`config.mk`:
```
export PLATFORM = sky130hd
export DESIGN_NAME = stbs_ram
export DESIGN_NICKNAME = d
export VERILOG_FILES = /design/src/rtl/sort_then_binary_search_assert.svh /design/src/rtl/stbs_ram.sv
export SDC_FILE = /design/constraint.sdc
export NUM_CORES = 2
export LEC_CHECK = 0
export ABC_CLOCK_PERIOD_IN_PS = 9800
export BUFFER_PORTS_ARGS = -buffer_cell sky130_fd_sc_hd__buf_2
export CORE_ASPECT_RATIO = 0.5
export CORE_UTILIZATION = 50
export CTS_CLUSTER_SIZE = 16
export DETAILED_ROUTE_END_ITERATION = 12
export GPL_TIMING_DRIVEN = 0
export MAX_ROUTING_LAYER = met4
export PLACE_DENSITY = 0.69
export SYNTH_ARGS = -nofsm -noshare
export SYNTH_HDL_FRONTEND = slang
export SYNTH_SLANG_ARGS = --single-unit
```
`constraint.sdc`:
```
create_clock -name i_clk -period 9.8 [get_ports i_clk]
set_input_delay 0.98 -clock i_clk [delete_from_list [all_inputs] [get_ports i_clk]]
set_output_delay 0.98 -clock i_clk [all_outputs]
set_load 0.01 [all_outputs]
```
`src/rtl/sort_then_binary_search_assert.svh`:
```
// Assertion helpers for the sort and search block.
`ifndef SORT_THEN_BINARY_SEARCH_ASSERT_SVH
`define SORT_THEN_BINARY_SEARCH_ASSERT_SVH

`ifndef SYNTHESIS

// Property must hold at every clock edge outside reset.
`define STBS_ASSERT(label, clk, rst_n, prop, msg) \
    label: assert property (@(posedge clk) disable iff (!rst_n) prop) else $error(msg);

// Condition must never be true outside reset.
`define STBS_NEVER(label, clk, rst_n, cond, msg) \
    label: assert property (@(posedge clk) disable iff (!rst_n) !(cond)) else $error(msg);

`else

`define STBS_ASSERT(label, clk, rst_n, prop, msg)
`define STBS_NEVER(label, clk, rst_n, cond, msg)

`endif

`endif

```
`src/rtl/stbs_ram.sv`:
```
module stbs_ram #(
    parameter int WIDTH = 32,
    parameter int DEPTH = 64
) (
    input  logic                     i_clk,
    input  logic                     i_we,
    input  logic [$clog2(DEPTH)-1:0] i_waddr,
    input  logic [WIDTH-1:0]         i_wdata,
    input  logic [$clog2(DEPTH)-1:0] i_raddr,
    output logic [WIDTH-1:0]         o_rdata
);

    logic [WIDTH-1:0] r_mem [DEPTH];
    logic [WIDTH-1:0] r_rdata;

    always_ff @(posedge i_clk) begin
        if (i_we) begin
            r_mem[i_waddr] <= i_wdata;
        end
        r_rdata <= r_mem[i_raddr];
    end

    assign o_rdata = r_rdata;

endmodule

```
-- After elaboration in Yosys (flattened, before gate mapping)
Memories as Yosys holds them, arrays and structs flattened. A register that Yosys moved wholly into a read port is not among the register bits.
Cells that the tools add are included.
- register bits: 0
- bits in writable memories: 2048
- bits of input ports: 46
- output and inout port bits: 32
- word-level logic and storage cells: 3
- memories kept: 1
- multiplexer cells: 2
- memories (name ; words ; width ; read ports ; clocked after memory_dff ; write ports ; line ; RTL):
    r_mem ; 64 ; 32 ; 1 ; 1 ; 1 ; stbs_ram.sv:13 ; logic [WIDTH-1:0] r_mem [DEPTH];
- operators by type and width (cell ; number):
    2-to-1 mux 1 bit ; 2

-- Depth between registers and ports, before layout
- depth after elaboration: 2
- depth in mapped cells: 10
- gate-level depth less buffers: 5

-- Least setup slack after synthesis
OpenSTA, ideal clock, no wires.
- kind: input-to-reg
- from: input port i_waddr[3]
- to: memory r_mem[48][0], enable pin
- library setup time: 0.461 ns
- arrival: 3.679 ns
- setup slack: 5.660 ns
- cell stages on the path: 4
- path buffers: 1
- cells stage by stage: clkbuf_1 -> nor2b_1 -> nand4b_1 -> nor3_1
- RTL lines (item ; line ; RTL):
    start: declaration ; stbs_ram.sv:7 ; input logic [$clog2(DEPTH)-1:0] i_waddr,
    end: declaration ; stbs_ram.sv:13 ;
No word-level cell before the write port.

==> results.yml <==
sta:
  tightest_slew_ns: 1.51
  maxClockFrequency_mhz: 222
  setup_violations: 0
  fin_tns_setup_ns: 0
  grt_setup_unrepaired: "no"
  min_period_ns: 4.50
  slew_headroom_pct: -0.967
  finalHoldViolCount: 0
  finClkSkew_ns: 0.0254
  whs_ns: 0.808
  min_period_over_period_pct: 45.9
  slew_violations: 11
finish:
  num-nets-final: 3708
  drive_gt1_share_pct: 29.3
  area_growth_pct: 14.0
  fillCellCount: 10700
  final_core_util_pct: 57.6
place:
  io_buffers: 69
  post-dp-hpwl_um: 148000
  place_congestion: 0.893
critical_path:
  startpoint: "i_raddr[1]"
  reg2reg_depth: 4
  worst-setup-path-type: "in2reg"
  arrival_ns: 5.07
  startpoint_type: "input pin"
  required_ns: 10.37
  end_kind: "register"
  worstPathMaxFanout: 10
  r2r-start: "r_mem[3][18]$_DFFE_PP_"
grt:
  grt-ovfl-total: 0
  grt_pass1_vias: 38600
  grt_max_degree: 65
  gr-usage-all-layers_pct: 30.8
  antenna_found_initial: 20
  grt_pass1_wl_um: 315000
synth:
  ys_top_cells_by_area: "edfxtp_1 78%, mux4_2 16%, mux2i_1 1.2%"
  yosysSeqAreaShare_pct: 79.1
  syn_nets: 3370
  synth.cell_area_um2: 78500
  synth.distinct_cells: 34
  synth_top_area_share_pct: 78.3
  ys_async_sr_fraction_pct: 0
  synth_top_cell_by_area: "edfxtp_1"
  ys_ff_latch: 2080
  synth_edf_count: 2048
  syn_inst: 3324
  yosys_most_used_dff: "edfxtp_1"
  synth-warning-count: 0
  avgSynthCellArea_um2: 23.6
min_path:
  hold_class: "in2reg"
  hold-path-cell-count: 1
  hp-start: "i_wdata[16]"
floorplanning:
  initial_utilization_pct: 50.6
  die_w_um: 562
  io_pins: 78
  core_area_um2: 155000
  row_count: 102
  dieHeight_um: 282
  fp.dieArea_um2: 159000
route:
  drtIter0Drc: 7248
  drt_pre_antenna_iters: 5
  vias: 40300
  postRouteAntennaNets: 0
  wl_per_cell_um: 39.8
  vias_per_cell: 6.83
  wl_um: 235000
  drc: 0
pwr:
  power_density_nw_per_um2: 200
  power_leakage_nw: 27.7
  vdd_drop_max_mv: 0.196
cts:
  cts_resized: 0
  cts_root_buffer: "clkbuf_16"
  cts_made_buffers: 177
  cts_tree: "done"
  cts.clk_slew.worst_paths_ns: 0.07
  cts_buffer_depth: 3
  h-tree-depth: 4
  clock_sinks: 2080
  postCtsSetupBuffers: 0
  clock_latency_ns: 0.83
  ctsHoldBuffers: 0
flow_run:
  cap_viol_max_count: 1
run_status:
  status: "finished with violations"
  violations: "max-capacitance violations, max-slew violations"
==> cell families after synthesis <==
family	after synthesis	share of synthesized area (%)
buf+inv	182	1.13
flops	2080	79.1
compound gates	202	1.67
simple gates	223	1.27
mux	637	16.8
==> report_power, final <==
part	leakage (nW)	total [W]	internal, W	switching [W]
clock	2.79	0.00706	0.00383	0.00322
sequential	18.7	0.00987	0.00985	0.0000194
combinational	6.20	0.00102	0.000334	0.000683
==> synth_stat cells (5+ instances only) <==
library cell  count
edfxtp_1       2048
mux4_2          544
nor2_1          137
mux2i_1          93
o22ai_1          84
clkbuf_1         74
a21oi_1          62
buf_2            57
dfxtp_1          32
o221ai_1         27
nand2_1          26
buf_4            25
buf_1            21
nor2b_1          15
a22oi_1          12
a311oi_1          8
nand2b_1          8
nor3_1            7
buf_6             5
nand3_1           5
nand3b_1          5
==> cells in the final DEF, fill, tap and decap left out, types with 12 or more instances in the layout <==
master     instances
a21oi_1           62
a22oi_1           12
buf_1             21
buf_12            65
buf_16            15
buf_2            123
buf_4             30
buf_6             13
bufinv_16         15
clkbuf_1         102
clkbuf_16        181
clkinv_1          40
clkinv_2          33
dfxtp_1           32
diode_2           15
edfxtp_1        2048
mux2i_1           93
mux4_2           544
nand2_1           26
nor2_1            75
nor2_4            62
nor2b_1           15
o221ai_1          27
o22ai_1           84
==> sequential cells by signal, summed over array words and instances, names as in the netlist <==
| name | flops |
|---|---|
| r_mem | 2048 |
| o_rdata | 32 |
==> metal layers <==
metal / GRT usage [%] / vias to the layer above / wire length, µm
met5: - / - / 0
met4: 13.1 / 0 / 10700
met3: 8.91 / 545 / 34900
met2: 45.4 / 3403 / 107000
met1: 40.4 / 21400 / 82600
li1: - / 15000 / -
==> layout make-up <==
class                      count  area, µm²  area share (%)
sequential                  2080      62100            69.4
tap                         2080       2600            2.91
antenna                       15       37.5          0.0419
multi-input combinational   1062      16000            17.8
clock buffer                 218       4730            5.28
timing repair buffer         159       2170            2.43
buffer                       182        890           0.994
clock inverter               106        950            1.06
==> path summary, 6_finish.rpt <==
| check | slack [ns] | end |
|---|---|---|
| worst max register to register | 6.96 | o_rdata[18]$_DFF_P_ |
| worst min register to register | 1.03 | o_rdata[10]$_DFF_P_ |
| worst min-delay path | 0.81 | r_mem[2][16]$_DFFE_PP_ |
| worst max-delay path | 5.30 | o_rdata[18]$_DFF_P_ |
==> critical path, stage by stage <==
cell	delay, ns
buf_2	0.41
buf_2	0.46
clkbuf_1	0.98
mux4_2	0.42
mux4_2	0.49
o22ai_1	0.90
nor2_1	0.38
==> metrics by stage <==
stage	cell area, µm²	power, W	setup slack (ns)	instances
4_1_cts	89400	0.0179	5.58	5887
6_report	89500	0.0179	5.30	5902
3_5_place_dp	83800	0.0111	4.73	5563
2_1_floorplan	78500	0.0105	5.66	3324
5_1_grt	89500	0.0183	5.55	5899
3_3_place_gp	81500	0.0110	1.67	5473
(Power assumes the default switching activity.)
