File: config.mk
export PLATFORM = sky130hd
export DESIGN_NAME = stbs_cell
export DESIGN_NICKNAME = d
export VERILOG_FILES = /design/src/rtl/sort_then_binary_search_assert.svh /design/src/rtl/stbs_pkg.sv /design/src/rtl/stbs_cell.sv
export SDC_FILE = /design/constraint.sdc
export NUM_CORES = 1
export LEC_CHECK = 0
export BUFFER_PORTS_ARGS = -buffer_cell sky130_fd_sc_hd__buf_2
export CAP_MARGIN = 20
export CORE_MARGIN = 4
export CORE_UTILIZATION = 45
export CTS_CLUSTER_DIAMETER = 40
export DETAILED_ROUTE_END_ITERATION = 12
export PLACE_DENSITY = 0.77
export REMOVE_ABC_BUFFERS = 1
export SLEW_MARGIN = 25
export SYNTH_ARGS = -nofsm -noshare
export SYNTH_HDL_FRONTEND = slang
export SYNTH_SLANG_ARGS = --single-unit
File: constraint.sdc
create_clock -name i_clk -period 3.15 [get_ports i_clk]
set_input_delay 0.315 -clock i_clk [delete_from_list [all_inputs] [get_ports i_clk]]
set_output_delay 0.315 -clock i_clk [all_outputs]
set_load 0.005 [all_outputs]
File: src/rtl/sort_then_binary_search_assert.svh
// Assertion helpers for the sort and search block.
`ifndef SORT_THEN_BINARY_SEARCH_ASSERT_SVH
`define SORT_THEN_BINARY_SEARCH_ASSERT_SVH

`ifndef SYNTHESIS

// Property must hold at every clock edge outside reset.
`define STBS_ASSERT(label, clk, rst_n, prop, msg) \
    label: assert property (@(posedge clk) disable iff (!rst_n) prop) else $error(msg);

// Condition must never be true outside reset.
`define STBS_NEVER(label, clk, rst_n, cond, msg) \
    label: assert property (@(posedge clk) disable iff (!rst_n) !(cond)) else $error(msg);

`else

`define STBS_ASSERT(label, clk, rst_n, prop, msg)
`define STBS_NEVER(label, clk, rst_n, cond, msg)

`endif

`endif

File: src/rtl/stbs_pkg.sv
package stbs_pkg;

    // Result index field width.
    localparam int IDX_W = 6;

    localparam logic CMD_LOAD   = 1'b0;
    localparam logic CMD_SEARCH = 1'b1;

    localparam logic KIND_SORTED = 1'b0;
    localparam logic KIND_SEARCH = 1'b1;

    // Cell operation: insert-sort the incoming value, or shift toward the head.
    typedef enum logic {
        MODE_SORT,
        MODE_SHIFT
    } t_cell_mode;

endpackage

File: src/rtl/stbs_cell.sv
module stbs_cell import stbs_pkg::*; #(
    parameter int DATA_WIDTH = 32
) (
    input  logic                  i_clk,
    input  logic                  i_rst_n,
    input  t_cell_mode            i_mode,
    input  logic                  i_in_vld,
    input  logic [DATA_WIDTH-1:0] i_in_val,
    input  logic                  i_nb_vld,
    input  logic [DATA_WIDTH-1:0] i_nb_val,
    output logic                  o_vld,
    output logic [DATA_WIDTH-1:0] o_val,
    output logic                  o_pass_vld,
    output logic [DATA_WIDTH-1:0] o_pass_val
);

    logic                  r_vld, n_vld;
    logic [DATA_WIDTH-1:0] r_val, n_val;
    logic                  r_pass_vld, n_pass_vld;
    logic [DATA_WIDTH-1:0] r_pass_val, n_pass_val;

    // Keep the smaller value, hand the larger one to the right.
    always_comb begin
        n_vld      = r_vld;
        n_val      = r_val;
        n_pass_vld = 1'b0;
        n_pass_val = r_pass_val;
        case (i_mode)
            MODE_SHIFT: begin
                n_vld = i_nb_vld;
                n_val = i_nb_val;
            end
            MODE_SORT: begin
                if (i_in_vld) begin
                    if (!r_vld) begin
                        n_vld = 1'b1;
                        n_val = i_in_val;
                    end else if ($signed(i_in_val) < $signed(r_val)) begin
                        n_val      = i_in_val;
                        n_pass_vld = 1'b1;
                        n_pass_val = r_val;
                    end else begin
                        n_pass_vld = 1'b1;
                        n_pass_val = i_in_val;
                    end
                end
            end
            default: begin
                n_vld = r_vld;
            end
        endcase
    end

    always_ff @(posedge i_clk) begin
        if (!i_rst_n) begin
            r_vld      <= 1'b0;
            r_pass_vld <= 1'b0;
        end else begin
            r_vld      <= n_vld;
            r_pass_vld <= n_pass_vld;
        end
    end

    always_ff @(posedge i_clk) begin
        r_val      <= n_val;
        r_pass_val <= n_pass_val;
    end

    assign o_vld      = r_vld;
    assign o_val      = r_val;
    assign o_pass_vld = r_pass_vld;
    assign o_pass_val = r_pass_val;

endmodule

# Yosys cells after proc, flatten, opt, wreduce, memory -nomap -nowiden
# Cells that the tools add are included.
[word_totals]
reg_bits = 66
input_bits = 69
out_inout_bits = 66
wordCells = 21
[op_classes]
n_lt_le_gt_ge = 1
eq_ne = 2
muxes = 8
bitwise = 3
reduce_logical = 3
[ops]
columns = ["operator", "count"]
rows = [
  ["32-bit two-way mux", 4],
  ["32-bit one-hot mux with 2 select lines", 1],
  ["32-bit less-than comparator", 1],
  ["3-bit != test (second input constant)", 1],
  ["1-bit NOT", 3],
  ["3-bit AND reduction", 1],
  ["3-bit OR reduction", 1],
  ["1-bit two-way mux", 2],
  ["2-bit != test (second input constant)", 1],
  ["1-bit one-hot mux with 2 select lines", 1],
  ["2-bit AND reduction", 1],
]

# Logic depth before layout (Yosys ltp)
# Gate-level depths: netlist of the first run.
[logic_depth]
ltp_word = 5
ltp_mapped = 9
mapped_depth_nobuf = 8

# Worst setup path after synthesis of the first run
# No wires, ideal clock.
[synth_path]
path_kind = "reg2reg"
start = "reg r_val[25], in the netlist o_val[25]"
end = "reg r_val[0], in the netlist o_val[0], enable pin"
setup_time_ps = 391
t_arrival_ps = 2918
t_required_ps = 2759
path_slack_ps = -159
stages_incl_launch_ff = 10
path_buffers = 1
synth_period_minus_slack_ps = 3309
path_cell_list = "edfxtp_1 > inv_1 > ha_1 > a21o_1 > a221o_1 > a211oi_2 > o22ai_1 > a211oi_4 > buf_6 > o22a_1"
[synth_via]
elab_chain_len = 3
[synth_rtl]
columns = ["item", "line_no", "source"]
rows = [
  ["from (decl)", "stbs_cell.sv:18", "logic [DATA_WIDTH-1:0] r_val, n_val;"],
  ["from (signal assigned)", "stbs_cell.sv:65", "r_val <= n_val;"],
  ["32-bit less-than comparator", "stbs_cell.sv:38", "end else if ($signed(i_in_val) < $signed(r_val)) begin"],
  ["3-bit != test (no line)", "n/a", ""],
  ["2-bit AND reduction (no line)", "n/a", ""],
]
# No other way between the ends.
# A chain may end at the register's enable or synchronous reset.

# Worst setup path after layout of the first run
[layout_path]
start = "reg r_val[2], in the netlist o_val[2]"
end = "reg r_pass_val[4], in the netlist o_pass_val[4] (data pin)"
[layout_via]
elab_chain_len = 2
[layout_rtl]
columns = ["item", "line_no", "source"]
rows = [
  ["32-bit less-than comparator", "stbs_cell.sv:38", ""],
  ["32-bit two-way mux", "stbs_cell.sv:38", ""],
  ["to (signal assigned)", "stbs_cell.sv:66", "r_pass_val <= n_pass_val;"],
  ["to (decl)", "stbs_cell.sv:20", "logic [DATA_WIDTH-1:0] r_pass_val, n_pass_val;"],
]
# No other way between the ends.

==> metrics.txt, run 1 <==
outcome=finished, final reports clean; final core occ=0.595; Pleak=2.09 nW; Crit Reg-Reg Startpoint=o_val[2]$_DFFE_PP_; Synth area leader=edfxtp_1; FF-to-FF End=o_pass_val[4]$_DFFE_PP_; synth unique cells=30; Crit-path slowest cell=edfxtp_1; detailed-route DRC error count=0; drt wl/cell=15.7 µm; HP Start=i_rst_n; clock sinks=66; RSZ-0062 raised after global routing=false; CTS Buf Count=9; Area Overhead vs Synth=28.4%; initial antenna violation count=0; initial drt markers=57; hold endpoint=o_pass_vld$_SDFF_PP0_; first-pass GRT wire length=13000 µm; highest routed layer=met4; Pwr Total=0.00227 W; setup TNS=0 ns; top cell type's share of synthesized area=0.537; I/O Buffers=134; Hold Slack=0.239 ns; Post-CTS Hold Buffers=0; Starting Density=0.464; Avg Cell Area, Syn=14.0 µm²; worst slew pin tran=0.770 ns; clk_lat worst skew=0.33 ns; Highest Clock Rate=0.353 GHz; CP max FO=10; min-delay worst type=primary input to flop; largest net degree at the start of global routing=36; Sw Share=0.255; Post-Syn Instances=256; FF-to-FF path depth=9; die width=97.2 µm; Final ANT Viol Nets=0; total number of vias=2520; Setup crit start kind=flop; FF+latch count, synth=66; Critical Path End Type=flop; hold depth=2; # diodes=0; Vias/cell=4.96; number of synthesized flops with an enable pin=64; Metal-1 WL=3330 µm; Async SR Flop Fraction=0; CP delay by family, top=compound AO/OA/AOI/OAI gates; Nets=502; CTS tree=built; reg-to-reg slack, setup=0.32 ns; Pre-antenna DRT Iters=4; Root Buffer=clkbuf_8; fin. max-slew vios=0; gpl congestion=0.786; DP HPWL=6020 µm; gr ovfl total=0; final setup vio count=0; Synth Flop Type=edfxtp_1; Peak VDD IR=0.233 mV; Clk pwr share=0.292; die height=97.2 µm; Placement Rows=32; crit share post-route=0.899; Hold Violations, Final=0; Comb pwr share=0.227; max cap viols=0; CP cell instances=inv_1 > ha_1 > a211o_1 > a31oi_1 > o221ai_1 > a211o_1 > a211oi_4 > buf_4 > mux2_2; worst path arrival time=2.91 ns; Most Frequent Cell on Critical Path=a211o_1; synthesized cell area=0.00358 mm²; sequential power share=0.481; number of global-route vias before repair=2676; GR Util All Layers=0.171; met2 wire length=3980 µm; WL met3=601 µm; cells taking the most area after synthesis=edfxtp_1, mux2_2, ha_1; Final Critical Period=2.83 ns; PostCTS Resize Cnt=0; NetSw=0.000580 W; Cell Int Power=0.00169 W; final WL=7950 µm; Clock Skew=0.00900 ns; # IOs=135; Clock Pin Slew Worst Setup and Hold Paths=0.07 ns; layout cell share with drive strength beyond 1=0.542; Setup Buffers After CTS=0; worst setup path class=flop to flop; final design area excluding fillers=0.00460 mm²; DP Area=0.00443 mm²; sequential share of the synthesized area=0.548; worst rel slew slack=0.485; CP Data Required Time=3.23 ns; Core Area=0.00773 mm²; worst stage delay on the critical path=0.42 ns; Die ar.=0.00945 mm²; Power Density=494 mW/mm²; clk buf depth=2; worst path bufs/invs=2; Yosys warning total=0; CTS H-tree lvls=3
[layout make-up]
class,count,area [µm²]
inverters,33,124
clock inverters,4,43.8
fillers,670,3130
multi-input cells,150,1460
well taps,102,128
clock buffers,11,131
repair buffers,142,756
flip-flops and latches,66,1960
[worst reg2reg max path: stages (launching register included)]
cell      delay (ns)
edfxtp_1        0.42
inv_1           0.08
ha_1            0.24
a211o_1         0.29
a31oi_1         0.14
o221ai_1        0.15
a211o_1         0.35
a211oi_4        0.31
buf_4           0.25
mux2_2          0.35
[Yosys cell counts (2+ instances only)]
cell type and count:
inv_1 33, a21o_1 2, buf_6 3, nand2_1 7, mux2_2 62, and2_1 3, a211o_1 2, nand3_1 3
mux2_1 2, nand4_1 3, ha_1 31, and4_1 2, nor2_1 5, dfxtp_1 2, clkbuf_1 3, nand2b_1 3
o21ai_0 3, a21oi_1 12, edfxtp_1 64
[power groups by stage]
| stage | clock network [W] | registers (W) | logic [W] |
|---|---|---|---|
| 3_3_place_gp | 0 | 0.00111 | 0.000507 |
| 4_1_cts | 0.000682 | 0.00109 | 0.000526 |
| 2_1_floorplan | 0 | 0.00112 | 0.000297 |
| 3_5_place_dp | 0 | 0.00111 | 0.000524 |
| 6_report | 0.000663 | 0.00109 | 0.000517 |
| 5_1_grt | 0.000723 | 0.00110 | 0.000580 |
[routing by layer]
metal | vias to the layer above | GRT usage
li1 | 1257 | -
met3 | 4 | 0.0574
met1 | 1173 | 0.212
met4 | 0 | 0.0394
met5 | - | 0
met2 | 86 | 0.289
[per-stage QoR]
stage                     instances  setup WS, ns
final                           508         0.319
after global routing            508         0.131
after floorplan                 249        -0.711
after detailed placement        493         0.242
after global placement          493         0.253
after CTS                       508         0.298
[kinds of logic (layout without fill, tap and decap cells)]
family	Yosys count	count (layout)	synth area share
multiplexers	64	64	0.201
flip-flops	66	66	0.548
AO/OA/AOI/OAI	28	28	0.0555
buffers and inverters	40	190	0.0482
AND/OR/NAND/NOR	27	27	0.0391
adder cells (fa/ha/maj)	31	31	0.108
[layout by cell type, fill, tap and decap left out, types with 3 or more instances in the layout]
cell type and n:
buf_2 134, a21oi_1 12, edfxtp_1 64, and2_1 3, nand3_1 3, buf_4 6, inv_1 33, nor2_1 4
ha_1 31, mux2_2 62, clkbuf_8 9, nand2b_1 3, nand2_1 7, o21ai_0 3, nand4_1 3
[worst max path at each step]
| stage | startpoint | depth (start not counted) | endpoint |
|---|---|---|---|
| 2_1_floorplan | o_val[25]$_DFFE_PP_ | 8 | o_val[0]$_DFFE_PP_ |
| 3_3_place_gp | i_in_val[2] | 9 | o_val[5]$_DFFE_PP_ |
| 3_5_place_dp | i_in_val[2] | 9 | o_pass_val[13]$_DFFE_PP_ |
| 4_1_cts | o_val[2]$_DFFE_PP_ | 9 | o_pass_val[4]$_DFFE_PP_ |
| 5_1_grt | o_val[25]$_DFFE_PP_ | 9 | o_pass_val[6]$_DFFE_PP_ |
| 6_report | o_val[2]$_DFFE_PP_ | 9 | o_pass_val[4]$_DFFE_PP_ |
[state kept, by name, summed over array words and instances, names as in the netlist]
name	count
o_pass_val	32
o_val	32
o_pass_vld	1
o_vld	1
Power figures use the tool's default switching activity.
==> inputs of run 2 (changes only) <==
--- a/config.mk
+++ b/config.mk
@@ -12,6 +12,7 @@
 export CTS_CLUSTER_DIAMETER = 40
 export DETAILED_ROUTE_END_ITERATION = 12
 export PLACE_DENSITY = 0.77
+export RECOVER_POWER = 25
 export REMOVE_ABC_BUFFERS = 1
 export SLEW_MARGIN = 25
 export SYNTH_ARGS = -nofsm -noshare
==> run 2 against run 1 <==
Effect of this change: the run now ends with max-capacitance violations, max-slew violations left; worst setup slack improved by 0.0022 ns; power barely moved; cell count stayed put; utilization shrank 0.21 points; worst hold slack about the same; clock skew barely moved; non-clock buffer count stayed put; count of clock-buffer cells in the layout did not move; sequential power is essentially flat; global-route usage is the same; sequential share of layout area rose by 0.15 points; clock power hardly changed; critical endpoint unchanged; largest power group unchanged; highest routed layer unchanged.
==> metrics.txt, run 2 (synthesis results as in run 1) <==
CTS tree=built; Peak VDD IR=0.233 mV; total number of vias=2518; Power Density=496 mW/mm²; final core occ=0.593; max cap viols=1; outcome=complete, but fails checks; Most Frequent Cell on Critical Path=a211o_1; CP delay by family, top=compound AO/OA/AOI/OAI gates; final design area excluding fillers=0.00458 mm²; Starting Density=0.464; DP HPWL=6020 µm; commonest cells after routing, fill and taps aside=buf_2, edfxtp_1, mux2_2; Highest Clock Rate=0.354 GHz; number of global-route vias before repair=2676; Area Overhead vs Synth=28.0%; Pleak=2.06 nW; Setup Buffers After CTS=0; final worst setup slack=0.321 ns; die height=97.2 µm; detailed-route DRC error count=0; Crit-path slowest cell=edfxtp_1; Crit Reg-Reg Startpoint=o_val[2]$_DFFE_PP_; Die ar.=0.00945 mm²; worst slew pin tran=2.02 ns; CP Data Required Time=3.23 ns; CTS Buf Count=9; I/O Buffers=134; CTS H-tree lvls=3; Hold Violations, Final=0; Post-CTS Hold Buffers=0; worst setup path class=flop to flop; HP Start=i_rst_n; worst rel slew slack=-0.348; Critical Path End Type=flop; gpl congestion=0.786; worst path bufs/invs=2; # diodes=0; Vias/cell=4.96; first-pass GRT wire length=13000 µm; hold endpoint=o_pass_vld$_SDFF_PP0_; clk buf depth=2; gr ovfl total=0; Core Area=0.00773 mm²; FF-to-FF path depth=9; crit share post-route=0.898; final WL=7970 µm; Setup crit start kind=flop; CP cell instances=inv_1 > ha_1 > a211o_1 > a31oi_1 > o221ai_1 > a211o_1 > a211oi_4 > buf_4 > mux2_2; largest net degree at the start of global routing=36; violated checks=max-capacitance violations, max-slew violations; Clock Skew=0.00860 ns; clk_lat worst skew=0.33 ns; hold depth=2; GR Util All Layers=0.171; CP max FO=10; # IOs=135; # fillers=672; clock sinks=66; reg-to-reg slack, setup=0.32 ns; fin. max-slew vios=36; Nets=502; worst path arrival time=2.90 ns; min-delay worst type=primary input to flop; layout cell share with drive strength beyond 1=0.515; Clock Pin Slew Worst Setup and Hold Paths=0.07 ns; Final Critical Period=2.83 ns; Placement Rows=32; Final ANT Viol Nets=0; die width=97.2 µm; Multi-input gate area=0.00146 mm²; Root Buffer=clkbuf_8; initial drt markers=58; PostCTS Resize Cnt=0; FF-to-FF End=o_pass_val[4]$_DFFE_PP_; initial antenna violation count=0; Pwr Total=0.00227 W; drt wl/cell=15.7 µm; worst stage delay on the critical path=0.42 ns; Worst Setup Slack post-DPL=0.242 ns; Pre-antenna DRT Iters=4; most common cell after layout, fill and taps aside=buf_2; final setup vio count=0; register area=0.00196 mm²; RSZ-0062 raised after global routing=false; setup TNS=0 ns; DP Area=0.00443 mm²
-- run 2: power breakdown --
group          internal, W  total [W]  switching (W)  leakage (nW)
sequential         0.00106    0.00109      0.0000351         0.631
clock             0.000357   0.000663       0.000306        0.0906
combinational     0.000278   0.000517       0.000239          1.34
total              0.00169    0.00227       0.000580          2.06
-- run 2: worst max path at each step --
stage | start | to | cells past startpoint
2_1_floorplan | o_val[25]$_DFFE_PP_ | o_val[0]$_DFFE_PP_ | 8
3_3_place_gp | i_in_val[2] | o_val[5]$_DFFE_PP_ | 9
3_5_place_dp | i_in_val[2] | o_pass_val[13]$_DFFE_PP_ | 9
4_1_cts | o_val[2]$_DFFE_PP_ | o_pass_val[4]$_DFFE_PP_ | 9
5_1_grt | o_val[25]$_DFFE_PP_ | o_pass_val[6]$_DFFE_PP_ | 9
6_report | o_val[2]$_DFFE_PP_ | o_pass_val[4]$_DFFE_PP_ | 9
-- run 2: routing by layer --
metal | vias up | GRT usage | part of all wire
met5 | - | 0 | 0
met2 | 86 | 0.289 | 0.50
li1 | 1254 | - | -
met4 | 0 | 0.0394 | 0.0050
met3 | 4 | 0.0574 | 0.076
met1 | 1174 | 0.212 | 0.42
-- run 2: final cells by class --
cell class / instances / area share
Timing Repair Buffer: 142 / 0.161
Tap cell: 102 / 0.0278
Inverter: 33 / 0.0270
Clock inverter: 4 / 0.00955
Multi-Input combinational cell: 150 / 0.318
Sequential cell: 66 / 0.428
Clock buffer: 11 / 0.0287
-- run 2: stage by stage --
stage	hold slack [ns]	std cells
finish	0.239	508
global route	0.228	508
CTS	0.227	508
detailed placement	0.524	493
global placement	0.523	493
floorplan	0.437	249
==> inputs of run 3 (changes only) <==
--- a/config.mk
+++ b/config.mk
@@ -12,7 +12,7 @@
 export CTS_CLUSTER_DIAMETER = 40
 export DETAILED_ROUTE_END_ITERATION = 12
 export PLACE_DENSITY = 0.77
-export RECOVER_POWER = 25
+export RECOVER_POWER = 100
 export REMOVE_ABC_BUFFERS = 1
 export SLEW_MARGIN = 25
 export SYNTH_ARGS = -nofsm -noshare
==> run 3 against run 2 <==
Effect of this change: the run still ends with max-capacitance violations, max-slew violations left; global-route usage stayed put; via count about the same; routed wire length increased by 0.80%; worst hold slack got worse by 0.0024 ns; cell count did not move; die area unchanged; clock power about the same; worst setup slack got worse by 0.055 ns; flip-flop and latch count unchanged; combinational power is 2% lower; utilization down 0.68 points; sequential share of layout area grew 0.50 points.
==> metrics.txt, run 3 (synthesis results as in run 1) <==
outcome=complete, but fails checks; violated checks=max-capacitance violations, max-slew violations; clock sinks=66; detailed-route DRC error count=0; min-delay worst type=primary input to flop; worst stage delay on the critical path=0.41 ns; Setup Buffers After CTS=0; Starting Density=0.464; drt wl/cell=15.8 µm; largest net degree at the start of global routing=36; CTS H-tree lvls=3; Pwr Total=0.00227 W; Final Critical Period=2.88 ns; Multi-input gate area=0.00145 mm²; CTS tree=built; Pre-antenna DRT Iters=4; Peak VDD IR=0.233 mV; I/O Buffers=134; # diodes=0; DP HPWL=6020 µm; Vias/cell=4.95; initial drt markers=60; final worst setup slack=0.266 ns; Worst Setup Slack post-DPL=0.242 ns; DP Area=0.00443 mm²; Die ar.=0.00945 mm²; max cap viols=1; Placement Rows=32; die height=97.2 µm; number of global-route vias before repair=2676; first-pass GRT wire length=13000 µm; Post-CTS Hold Buffers=0; worst rel slew slack=-0.340; final design area excluding fillers=0.00453 mm²; clk_lat worst skew=0.33 ns; gr ovfl total=0; final WL=8030 µm; GR Util All Layers=0.171; commonest cells after routing, fill and taps aside=buf_2, edfxtp_1, mux2_2; Clock Pin Slew Worst Setup and Hold Paths=0.07 ns; Power Density=500 mW/mm²; worst setup path class=flop to flop; worst path bufs/invs=2; Critical Path End Type=flop; PostCTS Resize Cnt=0; crit share post-route=0.915; # fillers=679; clk buf depth=2; Pleak=1.97 nW; # IOs=135; CP max FO=7; most common cell after layout, fill and taps aside=buf_2; register area=0.00196 mm²; RSZ-0062 raised after global routing=false; final setup vio count=0; worst slew pin tran=2.01 ns; worst path arrival time=2.91 ns; die width=97.2 µm; Root Buffer=clkbuf_8; layout cell share with drive strength beyond 1=0.441; total number of vias=2516; fin. max-slew vios=36; Clock Skew=0.00922 ns; Highest Clock Rate=0.347 GHz; CP cell instances=inv_1 > ha_1 > a21o_1 > a221o_1 > a211oi_2 > o22ai_1 > a211oi_4 > o22a_2 > clkbuf_2; Core Area=0.00773 mm²; Final ANT Viol Nets=0; Hold Slack=0.237 ns; CP delay by family, top=compound AO/OA/AOI/OAI gates; CP Data Required Time=3.18 ns; Area Overhead vs Synth=26.5%; Crit-path slowest cell=edfxtp_1; CTS Buf Count=9; Nets=502; initial antenna violation count=0; Hold Violations, Final=0; Setup crit start kind=flop; gpl congestion=0.786
==> run 3: metrics by stage <==
step	setup TNS, ns	cells	util
CTS	0	508	0.595
floorplan	-23.57	249	-
global route	0	508	0.586
detailed placement	0	493	0.573
global placement	0	493	0.573
finish	0	508	0.586
==> run 3: per-layer routing <==
layer	global-route usage	up-vias	share of wire
li1	-	1252	-
met1	0.212	1172	0.42
met2	0.289	84	0.50
met3	0.0574	8	0.074
met4	0.0394	0	0.0082
met5	0	-	0
==> run 3: final cells by class <==
type / instances / share of cell area
Clock buffer: 11 / 0.0290
Clock inverter: 4 / 0.00966
Inverter: 33 / 0.0273
Multi-Input combinational cell: 150 / 0.320
Sequential cell: 66 / 0.433
Tap cell: 102 / 0.0282
Timing Repair Buffer: 142 / 0.153
==> run 3: power by group <==
| group | switching, W | leakage, nW | internal [W] |
|---|---|---|---|
| registers | 0.0000362 | 0.631 | 0.00106 |
| clock network | 0.000308 | 0.0906 | 0.000357 |
| logic | 0.000239 | 1.25 | 0.000269 |
==> run 3: worst paths after layout <==
check                      startpoint                    end  slack (ns)  cells past startpoint
setup / recovery  o_val[25]$_DFFE_PP_     o_val[5]$_DFFE_PP_        0.27                      9
hold reg to reg    o_vld$_SDFFE_PN0P_     o_vld$_SDFFE_PN0P_        0.55                      1
hold / removal                i_rst_n  o_pass_vld$_SDFF_PP0_        0.24                      2
setup reg to reg  o_val[25]$_DFFE_PP_     o_val[5]$_DFFE_PP_        0.27                      9
